[src/design/pwt_pkg.sv]
// shared types and constants for the perceptron weight trainer
// no dependencies; used by pwt_cell and perceptron_weight_trainer_core
package pwt_pkg;

    // sample shape
    localparam int FEATURES  = 4;
    localparam int CELLS     = FEATURES + 1;
    localparam int CNT_W     = (CELLS > 1) ? $clog2(CELLS) : 1;

    // arithmetic widths
    localparam int FEAT_W    = 8;
    localparam int WGT_W     = 32;
    localparam int PROD_W    = WGT_W + FEAT_W;
    localparam int SUM_W     = PROD_W + $clog2(CELLS);
    localparam int GAIN_W    = 8;
    localparam int GT_W      = GAIN_W + FEAT_W + 1;
    localparam int DELTA_W   = GT_W + FEAT_W;
    localparam int OSUM_W    = 48;

    // configuration port
    localparam int CFG_IDX_W = 2;
    localparam int CFG_DAT_W = 8;
    localparam logic [CFG_IDX_W-1:0] CFG_LEARNING_GAIN = 2'd0;
    localparam logic [CFG_IDX_W-1:0] CFG_BIAS_INPUT    = 2'd1;

    // sequencer states
    typedef enum logic [1:0] {
        ST_IDLE,
        ST_MUL,
        ST_SUM,
        ST_UPD
    } t_state;

    // per-cycle control shared by every cell
    typedef struct packed {
        logic prod_en;
        logic upd_en;
    } t_cell_ctl;

endpackage

[src/design/pwt_cell.sv]
// one cell of the trainer chain: holds one weight, forms its product term,
// adds it to the neighbor's partial sum and applies the saturating update
// depends on pwt_pkg
module pwt_cell
    import pwt_pkg::*;
(
    input  logic                      i_clk,
    input  logic                      i_rst_n,
    input  t_cell_ctl                 i_ctl,
    input  logic signed [FEAT_W-1:0]  i_feat,
    input  logic signed [GT_W-1:0]    i_gt,
    input  logic signed [SUM_W-1:0]   i_psum,
    output logic signed [SUM_W-1:0]   o_psum,
    output logic signed [WGT_W-1:0]   o_weight_next
);

    logic signed [WGT_W-1:0]   r_weight;
    logic signed [WGT_W-1:0]   n_weight;
    logic signed [PROD_W-1:0]  r_prod;
    logic signed [PROD_W-1:0]  n_prod;
    logic signed [DELTA_W-1:0] r_delta;
    logic signed [DELTA_W-1:0] n_delta;
    logic signed [SUM_W-1:0]   r_psum;
    logic signed [SUM_W-1:0]   n_psum;
    logic signed [WGT_W:0]     w_wsum;

    // product of weight and feature, and the update step gain*target*feature
    assign n_prod  = PROD_W'(r_weight) * PROD_W'(i_feat);
    assign n_delta = DELTA_W'(i_gt) * DELTA_W'(i_feat);

    // partial sum handed along the chain every cycle
    assign n_psum = i_psum + SUM_W'(r_prod);
    assign o_psum = r_psum;

    // saturating weight update
    always_comb begin
        w_wsum = (WGT_W+1)'(r_weight) + (WGT_W+1)'(r_delta);
        if (w_wsum[WGT_W] != w_wsum[WGT_W-1]) begin
            n_weight = w_wsum[WGT_W] ? {1'b1, {(WGT_W-1){1'b0}}}
                                     : {1'b0, {(WGT_W-1){1'b1}}};
        end else begin
            n_weight = w_wsum[WGT_W-1:0];
        end
    end

    // weight value the cell will hold after this step
    assign o_weight_next = i_ctl.upd_en ? n_weight : r_weight;

    // weight state
    always_ff @(posedge i_clk) begin
        if (!i_rst_n) begin
            r_weight <= '0;
        end else if (i_ctl.upd_en) begin
            r_weight <= n_weight;
        end
    end

    // product terms and partial sum
    always_ff @(posedge i_clk) begin
        if (i_ctl.prod_en) begin
            r_prod  <= n_prod;
            r_delta <= n_delta;
        end
        r_psum <= n_psum;
    end

endmodule

[config.mk]
export PLATFORM = sky130hd
export DESIGN_NAME = pwt_cell
export DESIGN_NICKNAME = d
export VERILOG_FILES = /design/src/design/pwt_pkg.sv /design/src/design/pwt_cell.sv
export SDC_FILE = /design/constraint.sdc
export NUM_CORES = 1
export LEC_CHECK = 0
export ABC_AREA = 1
export ABC_CLOCK_PERIOD_IN_PS = 7400
export BUFFER_PORTS_ARGS = -buffer_cell sky130_fd_sc_hd__clkbuf_2
export CORE_MARGIN = 3
export CORE_UTILIZATION = 55
export DETAILED_ROUTE_END_ITERATION = 10
export PLACE_DENSITY_LB_ADDON = 0.15
export REMOVE_ABC_BUFFERS = 1
export SYNTH_ARGS = -nofsm -noshare
export SYNTH_HDL_FRONTEND = slang
export SYNTH_SLANG_ARGS = --single-unit
[constraint.sdc]
create_clock -name i_clk -period 7.4 [get_ports i_clk]
set_clock_uncertainty 0.1 [all_clocks]
set_input_delay 1.48 -clock i_clk [delete_from_list [all_inputs] [get_ports i_clk]]
set_output_delay 1.48 -clock i_clk [all_outputs]
set_load 0.005 [all_outputs]
Word-level counts from Yosys, hierarchy flattened --
Cells that the tools add are included.
Word-level totals: word-level logic and storage cells 12, bits of input ports 72, register bits 140, output and inout bits 75
Cells by class: eq/ne operators 1, multiply operators 2, $add $sub $neg 2, multiplexer cells 3
Operators by type and width (number):
- 32-bit 2-to-1 mux | 3
- 43-bit by 40-bit adder with 43-bit output | 1
- 32-bit by 8-bit multiplier with 40-bit output | 1
- 32-bit by 25-bit adder with 33-bit output | 1
- 17-bit by 8-bit multiplier with 25-bit output | 1
- 1-bit inequality test | 1

Longest topological paths before layout --
depth after elaboration 4, gate-level depth with buffers 25, gate-level depth less buffers 23

Worst setup path before layout --
No wires, ideal clock.
path type in2reg, start point input port i_feat[6], end point register r_prod[23] (data pin), required time 7.048 ns, setup time 0.252 ns, path slack 1.205 ns, stages 20, path buffers 2, arrival time 5.842 ns, cell sequence clkbuf_1 > buf_1 > nand2_1 > fa_1 > fa_1 > inv_1 > fa_1 > inv_1 > fa_1 > inv_1 > ha_1 > nand2_1 > o21ai_0 > nor2_1 > o21ai_2 > a21boi_0 > o21ai_0 > nand2_1 > nand3_1 > nand2_1
Between the ends: longest elaborated chain between the ends 1
Ends and longest elaborated chain:
- start: declaration | RTL line pwt_cell.sv:10 | input logic signed [FEAT_W-1:0] i_feat,
- 32-bit by 8-bit multiplier with 40-bit output | RTL line pwt_cell.sv:28 | assign n_prod = PROD_W'(r_weight) * PROD_W'(i_feat);
- net n_prod[23] | RTL line pwt_cell.sv:20 | logic signed [PROD_W-1:0] n_prod;
- end signal: assignment | RTL line pwt_cell.sv:61 | r_prod <= n_prod;
- end: declaration | RTL line pwt_cell.sv:19 | logic signed [PROD_W-1:0] r_prod;
The timed path passes the listed nets, and every way through them passes these cells. A chain may end at the register's enable or synchronous reset.

Worst setup path in the final report --
start point input port i_feat[4], end point register r_delta[19] (data pin)
Between the ends: longest elaborated chain between the ends 1
Ends and longest elaborated chain:
- 17-bit by 8-bit multiplier with 25-bit output | RTL line pwt_cell.sv:29 | assign n_delta = DELTA_W'(i_gt) * DELTA_W'(i_feat);
- net n_delta[19] | RTL line pwt_cell.sv:22 | logic signed [DELTA_W-1:0] n_delta;
- end signal: assignment | RTL line pwt_cell.sv:62 | r_delta <= n_delta;
- end: declaration | RTL line pwt_cell.sv:21 | logic signed [DELTA_W-1:0] r_delta;
The timed path passes the listed nets, and every way through them passes these cells.

==> impl_metrics.toml <==
[clock_network]
ctsResizeCount = 0
postCtsSetupBuffers = 0
clk_pin_slew_ns = 0.06
clock_latency_ns = 0.46
htreeDepth = 4
cts_tree = "yes"
hold_buffers = 0
clockBufferDepth = 2
root_buffer = "clkbuf_16"
clock_sinks = 140
cts_buffers = 17

[floorplan]
core_region_area_sq_mm = 0.0423
design.portCount = 147
fp.dieW_um = 214
initial_utilization_pct = 56.2
dieArea_sq_mm = 0.0458
dieHeight_um = 214
num_rows = 75

[worst_setup_path]
critPathLaunch = "i_feat[4]"
worstPathRequired_ns = 7.51
crit_chain = "clkbuf_2 -> buf_4 -> nand2_1 -> inv_1 -> fa_1 -> inv_1 -> fa_1 -> fa_1 -> fa_1 -> inv_1 -> ha_1 -> nand2_1 -> o21ai_0 -> a21oi_1 -> o21ai_0 -> a21oi_1 -> nor2_1 -> nor2_1 -> xnor2_1"
worst-setup-path-type = "in -> reg"
crit_path_frequent_cell = "fa_1"
end_kind = "flip-flop"
start_kind = "input pin"
r2r-start = "r_weight[0]"
cp_max_fo = 33
arrival_ns = 6.65
slowest_delay_ns = 0.57
slowest_stage = "o21ai_0"

[place]
dpl_cell_area_sq_mm = 0.0250
io_buffers = 146
dp_worst_setup_slack_ns = 0.449
gp_congestion = 0.959
dp_hpwl_um = 55400

[logic_synthesis]
synthArstFlopShare_pct = 0
synth_area_sq_mm = 0.0238
synth-main-ff-cell = "dfxtp_1"
synth_area_per_cell_sq_um = 7.18
synth_edf_count = 65
synth.distinct_cells = 44
yosys_warnings = 0
synthCells = 3315
ys_ff_latch = 140
yosysSeqAreaShare_pct = 14.5

[routing]
drc_errors = 0
wl_um = 65400
detail-route-antenna-nets = 0
avgViaCountPerCell = 5.11
num_vias = 20400
wl_per_cell_um = 16.4
drt-pass1-iter-count = 8
drtIter0Drc = 1397

[timing]
final.setup.tns_ns = 0
fin_ws_ns = 0.864
relSlewSlack_pct = 31.4
fin_crit_sh_pct = 88.3
worst_pin_slew_ns = 1.03
drv_slew = 0
setup_viol = 0
fmaxAchievable_mhz = 153
hold_viol = 0
hold_ws_ns = 0.374
rsz0062_at_grt = "false"
fin_crit_ns = 6.54

[finish]
drive_above_1_share_pct = 8.29
syn2layout_area_growth_pct = 7.78
fin_area_sq_mm = 0.0256
nFillCells = 4001
antenna_cells = 0
final_nets = 3982

[global_routing]
antenna_found_initial = 0
overflow = 0
grt_start_max_net_pins = 66
grt.total_usage_pct = 29.1
grt_pass1_vias = 21600
grt_pass1_wl_um = 107000

[run_status]
status = "completed"

[hold_path]
min_from = "r_prod[0]"
hold_path.class = "reg -> reg"

[flow_run]
drv_cap = 0
cell usage after synthesis (4+ instances only):
cell / number / area [sq um]
fa_1: 310 / 6210
dfxtp_1: 75 / 1500
a21oi_2: 4 / 35.0
nand4_1: 11 / 68.8
xnor2_1: 47 / 412
a21o_1: 13 / 97.6
or2_2: 28 / 175
nand2_2: 31 / 194
buf_2: 4 / 20.0
o21bai_1: 17 / 128
and3_1: 4 / 25.0
nand3_1: 70 / 350
inv_1: 918 / 3450
nor2_1: 220 / 826
o21ai_0: 83 / 415
xor2_1: 75 / 657
clkbuf_2: 11 / 55.1
o221ai_1: 4 / 35.0
ha_1: 198 / 2480
nand2_1: 790 / 2970
a31oi_1: 18 / 113
a21boi_0: 6 / 45.0
o211ai_1: 8 / 60.1
a21oi_1: 157 / 786
nor2_2: 13 / 81.3
a221oi_1: 4 / 35.0
o21a_1: 4 / 30.0
clkbuf_1: 78 / 293
buf_1: 6 / 22.5
nor3_1: 20 / 100
nor4_1: 7 / 43.8
edfxtp_1: 65 / 1950
sequential cells by signal (all words and copies together) (netlist names):
register,flops
o_psum,43
r_delta,25
r_prod,40
r_weight,32
kinds of logic after synthesis:
family | Yosys count | share of synthesized area [%]
compound gates | 324 | 7.70
xor+xnor | 122 | 4.49
fa+ha+maj | 508 | 36.5
buf+inv | 1021 | 16.3
flops | 140 | 14.5
simple gates | 1200 | 20.5
critical path: cells and delay by family:
kind,cells,cell delay (ns)
buf+inv,5,1.17
xor+xnor,1,0.12
compound gates,4,1.35
simple gates,4,0.39
fa+ha+maj,5,2.11
cell usage in the layout, fill, tap and decap left out, drive strengths merged, types with 6 or more instances in the layout:
| cell type | count |
|---|---|
| inv | 925 |
| nand2 | 823 |
| fa | 310 |
| nor2 | 233 |
| ha | 198 |
| clkbuf | 164 |
| a21oi | 161 |
| o21ai | 85 |
| xor2 | 75 |
| dfxtp | 75 |
| nand3 | 71 |
| edfxtp | 65 |
| xnor2 | 47 |
| or2 | 28 |
| buf | 24 |
| nor3 | 20 |
| a31oi | 18 |
| o21bai | 17 |
| a21o | 13 |
| nand4 | 11 |
| o211ai | 8 |
| nor4 | 7 |
| a21boi | 6 |
stage by stage:
| stage | instances | util [%] |
|---|---|---|
| floorplan | 3214 | - |
| global placement | 3960 | 59.2 |
| detailed placement | 3960 | 59.2 |
| CTS | 3992 | 60.6 |
| global route | 3992 | 60.6 |
| finish | 3992 | 60.6 |
per-layer routing:
layer  part of all wire, %  GRT usage (%)  up-vias
met1                    39           33.0     9612
li1                      -              -     9971
met5                     0              0        -
met3                   4.5           3.33      170
met2                    51           53.9      641
met4                   5.1           14.9        0
path summary, 6_finish.rpt:
kind	slack (ns)	cells past startpoint	to
setup / recovery	0.86	19	r_delta[19]
hold / removal	0.37	1	o_psum[0]
setup reg to reg	2.02	18	r_prod[23]
hold reg to reg	0.37	1	o_psum[0]
layout make-up:
| type | count | area (sq um) | share of cell area, % |
|---|---|---|---|
| flip-flops and latches | 140 | 3450 | 13.5 |
| repair buffers | 169 | 941 | 3.67 |
| well taps | 577 | 722 | 2.82 |
| clock inverters | 13 | 161 | 0.629 |
| clock buffers | 19 | 443 | 1.73 |
| multi-input cells | 2154 | 16500 | 64.2 |
| inverters | 920 | 3450 | 13.5 |
Power is left out: the tool's default activity adds up to more than one toggle a clock period on the data nets, which glitch-free logic cannot reach.
